--- config.mk ---
export PLATFORM = sky130hd
export DESIGN_NAME = ps2_mouse_packet_decoder_top
export DESIGN_NICKNAME = d
export VERILOG_FILES = /design/src/hw/rtl/ps2md_pkg.sv /design/src/hw/rtl/ps2_mouse_packet_decoder_top.sv
export SDC_FILE = /design/constraint.sdc
export NUM_CORES = 1
export LEC_CHECK = 0
export BUFFER_PORTS_ARGS = -buffer_cell sky130_fd_sc_hd__buf_2
export CAP_MARGIN = 15
export CORE_ASPECT_RATIO = 1.4
export CORE_MARGIN = 3
export CORE_UTILIZATION = 37
export DETAILED_ROUTE_END_ITERATION = 10
export GPL_TIMING_DRIVEN = 0
export PLACE_DENSITY = 0.69
export SLEW_MARGIN = 30
export SYNTH_ARGS = -nofsm -noshare
export SYNTH_HDL_FRONTEND = slang
export SYNTH_SLANG_ARGS = --single-unit
--- constraint.sdc ---
create_clock -name clk -period 7.6 [get_ports clk]
set_input_delay 0.76 -clock clk [delete_from_list [all_inputs] [get_ports clk]]
set_output_delay 0.76 -clock clk [all_outputs]
set_load 0.02 [all_outputs]
--- src/hw/rtl/ps2md_pkg.sv ---
package ps2md_pkg;

    // Header byte bits
    localparam logic [7:0] HDR_SYNC_BIT = 8'h08;
    localparam logic [7:0] HDR_OVERFLOW = 8'hc0;
    localparam logic [7:0] HDR_LEFT     = 8'h01;
    localparam logic [7:0] HDR_RIGHT    = 8'h02;
    localparam logic [7:0] HDR_MIDDLE   = 8'h04;

    // Button mask bits
    localparam logic [2:0] BTN_LEFT   = 3'b001;
    localparam logic [2:0] BTN_RIGHT  = 3'b010;
    localparam logic [2:0] BTN_MIDDLE = 3'b100;

    // Register map
    localparam int unsigned  ADDR_W     = 1;
    localparam logic [ADDR_W-1:0] REG_ENABLE = 1'b0;

    // Byte position within a packet
    typedef enum logic [1:0] {
        POS_HEADER = 2'd0,
        POS_X      = 2'd1,
        POS_Y      = 2'd2
    } byte_pos_t;

    // One decoded packet
    typedef struct packed {
        logic [2:0]        button_mask;
        logic signed [8:0] delta_y;
        logic signed [7:0] delta_x;
    } result_t;

    // Header buttons to button mask
    function automatic logic [2:0] map_buttons(input logic [7:0] hdr);
        logic [2:0] b;
        b = '0;
        if ((hdr & HDR_LEFT) != 8'h00)
            b = b | BTN_LEFT;
        if ((hdr & HDR_MIDDLE) != 8'h00)
            b = b | BTN_MIDDLE;
        if ((hdr & HDR_RIGHT) != 8'h00)
            b = b | BTN_RIGHT;
        return b;
    endfunction

endpackage

--- src/hw/rtl/ps2_mouse_packet_decoder_top.sv ---
// Channel   Dir  Transfer when              Payload
// s_axis    in   s_tvalid & s_tready        tdata: data_byte; tuser: output_full, from_aux
// m_axis    out  m_tvalid & m_tready        tdata: delta_x, delta_y, button_mask
// apb       in   psel & penable & pwrite    enable at address 0
//
// One byte is taken every cycle while s_tready is high; a finished packet goes to the result
// register, or to the skid entry while that register holds a stalled packet. These two let
// input flow while the sink stalls; s_tready drops only once both are full. Reset clears
// enable, byte position, the last reported buttons and both output entries.
module ps2_mouse_packet_decoder_top
    import ps2md_pkg::*;
(
    input  logic              clk,
    input  logic              rst_n,

    input  logic              s_tvalid,
    output logic              s_tready,
    input  logic [7:0]        s_tdata,   // [7:0] data_byte
    input  logic [1:0]        s_tuser,   // [0] output_full, [1] from_aux

    output logic              m_tvalid,
    input  logic              m_tready,
    output logic [23:0]       m_tdata,   // [7:0] delta_x, [16:8] delta_y,
                                         // [19:17] button_mask, [23:20] zero

    input  logic              psel,
    input  logic              penable,
    input  logic              pwrite,
    input  logic [ADDR_W-1:0] paddr,
    input  logic [31:0]       pwdata,
    output logic [31:0]       prdata,
    output logic              pready
);

    logic       enable_reg;
    byte_pos_t  pos_reg, pos_next;
    logic [7:0] header_reg, header_next;
    logic [7:0] x_reg, x_next;
    logic [2:0] prev_btn_reg, prev_btn_next;

    logic       out_valid_reg;
    result_t    out_data_reg;
    logic       skid_valid_reg;
    result_t    skid_data_reg;

    logic       in_xfer;
    logic       out_xfer;
    logic       cfg_write;
    logic       consume;
    logic       res_valid;
    result_t    res_data;
    logic [2:0] buttons;
    logic [8:0] y_ext;

    assign in_xfer   = s_tvalid && s_tready;
    assign out_xfer  = m_tvalid && m_tready;
    assign cfg_write = psel && penable && pwrite && pready;
    assign consume   = in_xfer && s_tuser[0] && s_tuser[1];

    // APB read side
    assign pready = 1'b1;
    always_comb
    begin
        prdata = '0;
        if (paddr == REG_ENABLE)
            prdata = {31'd0, enable_reg};
    end

    // Packet assembly and result decision
    assign buttons = map_buttons(header_reg);
    assign y_ext   = {s_tdata[7], s_tdata};

    always_comb
    begin
        pos_next      = pos_reg;
        header_next   = header_reg;
        x_next        = x_reg;
        prev_btn_next = prev_btn_reg;
        res_valid     = 1'b0;
        res_data.delta_x     = x_reg;
        res_data.delta_y     = 9'd0 - y_ext;
        res_data.button_mask = buttons;

        if (cfg_write && paddr == REG_ENABLE)
        begin
            // rewriting 1 while already enabled keeps the packet position
            if (!pwdata[0] || !enable_reg)
            begin
                pos_next = POS_HEADER;
                if (pwdata[0])
                    prev_btn_next = '0;
            end
        end
        else if (consume)
        begin
            if (!enable_reg)
                pos_next = POS_HEADER;
            else
            begin
                unique case (pos_reg)
                    POS_HEADER:
                    begin
                        if ((s_tdata & HDR_SYNC_BIT) != 8'h00)
                        begin
                            header_next = s_tdata;
                            pos_next    = POS_X;
                        end
                    end
                    POS_X:
                    begin
                        x_next   = s_tdata;
                        pos_next = POS_Y;
                    end
                    POS_Y:
                    begin
                        pos_next = POS_HEADER;
                        if ((header_reg & HDR_OVERFLOW) == 8'h00 &&
                            (x_reg != 8'h00 || s_tdata != 8'h00 || buttons != prev_btn_reg))
                        begin
                            res_valid     = 1'b1;
                            prev_btn_next = buttons;
                        end
                    end
                    default:
                    begin
                        pos_next = POS_HEADER;
                    end
                endcase
            end
        end
    end

    // Control state
    always_ff @(posedge clk or negedge rst_n)
    begin
        if (!rst_n)
        begin
            enable_reg   <= 1'b0;
            pos_reg      <= POS_HEADER;
            prev_btn_reg <= '0;
        end
        else
        begin
            if (cfg_write && paddr == REG_ENABLE)
                enable_reg <= pwdata[0];
            pos_reg      <= pos_next;
            prev_btn_reg <= prev_btn_next;
        end
    end

    // Stored packet bytes
    always_ff @(posedge clk)
    begin
        header_reg <= header_next;
        x_reg      <= x_next;
    end

    // Output register with one skid entry
    always_ff @(posedge clk or negedge rst_n)
    begin
        if (!rst_n)
        begin
            out_valid_reg  <= 1'b0;
            skid_valid_reg <= 1'b0;
        end
        else if (skid_valid_reg)
        begin
            if (out_xfer)
            begin
                out_valid_reg  <= 1'b1;
                skid_valid_reg <= 1'b0;
            end
        end
        else if (res_valid)
        begin
            if (!out_valid_reg || out_xfer)
                out_valid_reg <= 1'b1;
            else
                skid_valid_reg <= 1'b1;
        end
        else if (out_xfer)
        begin
            out_valid_reg <= 1'b0;
        end
    end

    always_ff @(posedge clk)
    begin
        if (skid_valid_reg)
        begin
            if (out_xfer)
                out_data_reg <= skid_data_reg;
        end
        else if (res_valid)
        begin
            if (!out_valid_reg || out_xfer)
                out_data_reg <= res_data;
            else
                skid_data_reg <= res_data;
        end
    end

    assign s_tready = !skid_valid_reg;
    assign m_tvalid = out_valid_reg;
    assign m_tdata  = {4'd0, out_data_reg};

endmodule
==> flow_metrics.py, run 1 <==
metrics = {
    "placement": {
        "portBuffers": 41,
        "place_congestion": 0.801,
        "dpl.cell_count": 371,
        "hpwl_microns": 3770,
    },
    "power_and_ir_drop": {
        "p_per_area_mw_per_mm2": 202,
        "leakagePower_uw": 0.00143,
        "vdd_drop_max_uv": 94.2,
    },
    "worst_setup_path": {
        "endpoint_kind": "flop",
        "startpoint_type": "input pin",
        "path_cells": "buf_2 > inv_1 > ha_1 > nor3b_4 > nand4_1 > o211ai_4 > a22oi_2 > buf_6",
        "worst-setup-path-type": "input pin to flop",
        "worstPathArrival_ns": 2.50,
        "cp_max_fo": 11,
        "crit_family": "compound AO/OA/AOI/OAI gates",
        "cp.required_ns": 7.63,
        "rr_worst_depth": 5,
        "cp_slowest_cell": "a22oi_2",
        "cp_num_cells": 8,
        "cp_num_buf_inv": 3,
        "cpPeakStageDelay_ns": 0.57,
    },
    "logic_synthesis": {
        "synth_warnings": 0,
        "synth_top_area_share_pct": 58.1,
        "synth_area_leaders": "edfxtp_1 (58%), buf_4 (9.9%), dfrtp_1 (7.3%)",
        "yosysUniqueCellTypes": 37,
        "ys_ff_latch": 61,
        "seq_area_frac_synth_pct": 65.4,
        "synthFlopType": "edfxtp_1",
        "syn_area_sq_mm": 0.00274,
        "async_reset_ff_share_pct": 13.1,
        "synth_most_common_cell": "edfxtp_1",
        "synth_area_per_cell_sq_um": 13.8,
        "synth_cells": 198,
        "synth_common_cells": "edfxtp_1 (53), buf_4 (36), nand2_1 (19)",
        "synth-edff-count": 53,
        "synth_top_cell_by_area": "edfxtp_1",
    },
    "layout": {
        "syn2layout_area_growth_pct": 24.5,
        "drive_gt1_share_pct": 38.7,
        "layout.nets": 338,
        "num_antenna_cells": 0,
        "fin_cells": 387,
    },
    "clock_network": {
        "numCtsBuffers": 9,
        "cts_sinks": 61,
        "clk_pin_slew_ns": 0.06,
        "hold_buffers": 0,
        "cts_buffer_depth": 2,
        "cts_setup_buffers": 0,
        "h-tree-depth": 3,
        "root_buffer": "clkbuf_8",
        "post_cts_resized": 0,
        "cts_tree": "built",
        "clk_latency_ns": 0.32,
    },
    "global_route": {
        "grt_most_used_layer": "met2",
        "grt_antenna_before_repair": 0,
        "grt_pass1_vias": 1791,
        "track_usage_pct": 13.0,
        "grt_max_degree": 12,
        "grt-ovfl-total": 0,
        "use_met2_pct": 21.7,
        "grt_use_met3_pct": 4.36,
        "grt_pass1_wl_microns": 8250,
        "use_met1_pct": 14.0,
    },
    "routing": {
        "routed_wirelength_microns": 4890,
        "drtIter0Drc": 95,
        "dr.pass1.iters": 4,
        "vias": 1657,
        "drc": 0,
        "wire_per_inst_microns": 12.6,
        "antenna_left": 0,
        "viasPerCell": 4.28,
    },
    "floorplanning": {
        "ioPinCount": 109,
        "die_h_microns": 108,
        "fp-row-count": 36,
        "die_area_sq_mm": 0.00849,
        "initial_utilization_pct": 38.7,
        "dieWidth_microns": 78.7,
        "core_sq_mm": 0.00707,
    },
    "timing": {
        "finClkSkew_ns": 0.00643,
        "rsz0062_at_grt": "false",
        "post-route-min-period_ns": 2.47,
        "tightest_slew_ns": 0.681,
        "finalSetupViolCount": 0,
        "slew_violations": 0,
        "max_clock_freq_ghz": 0.405,
        "hold_viol": 0,
        "min_period_over_period_pct": 32.5,
        "slew-limit-headroom_pct": 54.6,
        "fin_tns_setup_ns": 0,
    },
    "run_status": {
        "status": "completed",
    },
    "run": {
        "max_cap_violations": 0,
    },
    "min_path": {
        "hp-class": "input pin to async pin",
    },
}
worst paths after layout:
path                                      from          endpoint  slack [ns]
worst max-delay path                s_tdata[0]        m_tdata[8]        5.13
worst min-delay path                     rst_n   prev_btn_reg[0]        0.27
worst max register to register  skid_valid_reg        m_tdata[8]        5.31
worst min register to register        x_reg[1]  skid_data_reg[1]        0.48
max in group asynchronous                rst_n    skid_valid_reg        7.16
min in group clk                      x_reg[1]  skid_data_reg[1]        0.48
layout by cell type (no fill, tap or decap), types with 2 or more instances in the layout:
| cell | instances |
|---|---|
| mux2_2 | 13 |
| nand2_1 | 19 |
| edfxtp_1 | 53 |
| clkbuf_8 | 9 |
| buf_1 | 2 |
| conb_1 | 36 |
| a21oi_1 | 2 |
| o21ai_0 | 11 |
| dfrtp_1 | 8 |
| buf_2 | 42 |
| nor2_1 | 6 |
| buf_4 | 37 |
| xor2_1 | 3 |
| clkinv_1 | 4 |
| inv_1 | 7 |
| buf_6 | 2 |
| nor3_1 | 3 |
| o21ai_1 | 2 |
| clkinv_2 | 3 |
| mux2i_1 | 3 |
| and3_1 | 2 |
| nand4_1 | 2 |
| xnor2_1 | 5 |
cells by family (layout without fill, tap and decap cells):
logic type / Yosys count / count (layout) / synth area share, %
flops: 61 / 61 / 65.4
fa+ha+maj: 1 / 1 / 0.457
xor+xnor: 8 / 8 / 2.56
compound gates: 20 / 20 / 4.70
other cells: 2 / 36 / 0.274
buf+inv: 48 / 108 / 11.6
mux: 16 / 16 / 6.44
simple gates: 42 / 42 / 8.63
worst register-to-register path, cell delays in order (launching register included):
cell     delay [ns]
dfrtp_1        0.32
buf_2          0.21
buf_1          0.51
nand2_1        0.13
a22oi_2        0.58
buf_6          0.25
layer usage:
metal / wire length [microns] / part of all wire, %
met5: 0 / 0
met4: 114 / 2.3
met3: 396 / 8.1
met2: 2590 / 53
met1: 1790 / 37
metrics by stage:
step                      utilization (%)  hold WS [ns]  worst slack (ns)  instance area, sq um  total power [uW]
after floorplan                         -         0.447              4.17                  2870               422
after global placement               45.1         0.464              3.15                  3190               436
after detailed placement             45.7         0.469              4.77                  3230               437
after CTS                            48.2         0.256              5.12                  3410               695
after global routing                 48.2         0.262              5.00                  3410               721
final                                48.2         0.271              5.13                  3410               689
where the power goes:
group,internal (uW),leakage [uW],switching (uW)
Combinational,23.9,0.000752,34.7
Clock,146,0.0000953,111
Sequential,367,0.000585,5.18
Total,537,0.00143,151
cell type report:
type | count | area, sq um
inverters | 8 | 30.0
plain buffers | 40 | 287
well taps | 95 | 119
multi-input cells | 123 | 769
repair buffers | 44 | 235
fillers | 649 | 3660
clock inverters | 7 | 56.3
clock buffers | 9 | 124
flip-flops and latches | 61 | 1790
Power figures use the tool's default switching activity.
==> run 2: changes to the inputs <==
--- a/config.mk
+++ b/config.mk
@@ -12,7 +12,7 @@
 export CORE_UTILIZATION = 37
 export DETAILED_ROUTE_END_ITERATION = 10
 export GPL_TIMING_DRIVEN = 0
-export PLACE_DENSITY = 0.69
+export PLACE_DENSITY = 0.71
 export SLEW_MARGIN = 30
 export SYNTH_ARGS = -nofsm -noshare
 export SYNTH_HDL_FRONTEND = slang
==> constraint.sdc (replaced) <==
create_clock -name clk -period 2.06 [get_ports clk]
set_input_delay 0.206 -clock clk [delete_from_list [all_inputs] [get_ports clk]]
set_output_delay 0.206 -clock clk [all_outputs]
set_load 0.02 [all_outputs]
==> run 2 against run 1 <==
  * Via count up 2.2%
  * Clock power rose to 3.3 times the previous value
  * Combinational power rose to 3.8 times the previous value
  * Sequential share of layout area down 0.91 points
  * Non-clock buffer count up 6
  * Critical path depth down 1
  * Design area up 1.8%
  * Die area unchanged
  * Global-route usage up 0.39 points
  * Worst hold slack worse by 0.17 ns
  * Register-to-register slack worse by 5.2 ns
  * Largest power group unchanged
==> flow_metrics.py, run 2 (synthesis results as in run 1) <==
metrics = {
    "clock_network": {
        "clk_pin_slew_ns": 0.06,
        "cts_sinks": 61,
        "root_buffer": "clkbuf_8",
        "cts_tree": "built",
        "h-tree-depth": 3,
        "cts_buffer_depth": 2,
        "numCtsBuffers": 9,
        "clk_latency_ns": 0.33,
    },
    "floorplanning": {
        "die_h_microns": 108,
        "die_area_sq_mm": 0.00849,
        "dieWidth_microns": 78.7,
        "initial_utilization_pct": 38.7,
        "core_sq_mm": 0.00707,
        "ioPinCount": 109,
        "fp-row-count": 36,
    },
    "placement": {
        "preCtsSetupSlack_ns": -0.351,
        "hpwl_microns": 3610,
        "portBuffers": 41,
        "place_congestion": 0.802,
    },
    "global_route": {
        "grt_antenna_before_repair": 0,
        "grt_pass1_vias": 1721,
        "track_usage_pct": 13.4,
        "grt-ovfl-total": 0,
        "grt_pass1_wl_microns": 8490,
        "grt_max_degree": 14,
    },
    "run": {
        "max_cap_violations": 0,
    },
    "timing": {
        "max_clock_freq_ghz": 0.514,
        "tightest_slew_ns": 0.580,
        "finalSetupViolCount": 0,
        "worst_hold_slack_ns": 0.105,
        "min_period_over_period_pct": 94.4,
        "finClkSkew_ns": 0.0121,
        "slew-limit-headroom_pct": 61.3,
        "rsz0062_at_grt": "false",
        "slew_violations": 0,
        "post-route-min-period_ns": 1.94,
        "hold_viol": 0,
        "worst_slack_ns": 0.115,
        "fin_tns_setup_ns": 0,
    },
    "layout": {
        "syn2layout_area_growth_pct": 26.7,
        "layout.nets": 345,
        "final_common_cell": "edfxtp_1",
        "drive_gt1_share_pct": 39.5,
        "most-common-layout-cells": "edfxtp_1 (53), buf_4 (43), buf_2 (41)",
        "num_antenna_cells": 0,
    },
    "routing": {
        "dr.pass1.iters": 6,
        "drc": 0,
        "vias": 1693,
        "wire_per_inst_microns": 13.2,
        "drtIter0Drc": 78,
        "routed_wirelength_microns": 5200,
        "antenna_left": 0,
        "viasPerCell": 4.30,
    },
    "worst_setup_path": {
        "worst-setup-path-type": "flop to flop",
        "cp_max_fo": 10,
        "rr_worst_depth": 7,
        "r2r-start": "skid_valid_reg",
        "cp.required_ns": 2.10,
        "worstPathArrival_ns": 1.99,
        "endpoint_kind": "flop",
        "critPathLaunch": "skid_valid_reg",
        "reg2reg_slack_ns": 0.12,
        "startpoint_type": "flop",
        "r2r-end": "skid_data_reg[5]",
        "crit_path_end": "skid_data_reg[5]",
    },
    "min_path": {
        "hp-class": "input pin to flop",
    },
    "power_and_ir_drop": {
        "vdd_drop_max_uv": 310,
        "total_power_uw": 2450,
        "leakagePower_uw": 0.00146,
        "p_per_area_mw_per_mm2": 704,
    },
    "run_status": {
        "status": "completed",
    },
}
[run 2: cell count changes in the layout (fill, tap and decap cells not counted), sizes merged]
cell and change:
clkbuf +4, clkinv -3, nor3b +1, buf +5
dlygate4sd3 +1, bufinv -1
[run 2: worst min-delay path by stage]
stage	end	slack, ns	depth (start not counted)	from
finish	x_reg[5]	0.10	1	s_tdata[5]
global route	x_reg[5]	0.11	1	s_tdata[5]
CTS	x_reg[5]	0.09	1	s_tdata[5]
detailed placement	skid_valid_reg	0.06	1	rst_n
global placement	skid_valid_reg	0.06	1	rst_n
floorplan	enable_reg	-0.09	0	rst_n
[run 2: final cells by class]
| cell class | count | area [sq um] |
|---|---|---|
| well taps | 95 | 119 |
| plain buffers | 40 | 293 |
| repair buffers | 50 | 288 |
| inverters | 8 | 30.0 |
| clock inverters | 3 | 12.5 |
| multi-input cells | 124 | 800 |
| fillers | 639 | 3600 |
| clock buffers | 13 | 139 |
| flip-flops and latches | 61 | 1790 |
[run 2: routing by layer]
layer,vias up,part of all wire (%),GRT usage (%)
met4,0,2.7,7.12
met3,11,6.7,4.19
li1,831,-,-
met2,76,53,22.6
met1,775,38,14.9
met5,-,0,0
[run 2: worst max-delay path, cell delays in order, from the launching register on]
cell and delay, ns:
dfrtp_1 0.37, buf_6 0.13, nand4b_1 0.28, nor2_2 0.20, o211ai_4 0.11, buf_4 0.18
nor3b_4 0.20, buf_12 0.16
[run 2: per-stage QoR]
step                std cells  instance area [sq um]  util [%]
global route              394                   3470      49.1
global placement          368                   3220      45.5
floorplan                 232                   2890         -
CTS                       394                   3470      49.1
finish                    394                   3470      49.1
detailed placement        369                   3220      45.6
[run 2: what timing repair did]
| action | in CTS | in global routing |
|---|---|---|
| pin swaps | 4 | 0 |
| hold endpoints to repair | 8 | 0 |
| hold buffers | 1 | 0 |
| endpoints found under the setup margin | 40 | 5 |
| gates cloned | 1 | 0 |
| resized for setup | 1 | 1 |
| setup buffers | 7 | 0 |
[run 2: where the power goes]
| group | switching (uW) | internal [uW] |
|---|---|---|
| clock | 421 | 428 |
| combinational | 130 | 90.0 |
| sequential | 20.9 | 1360 |
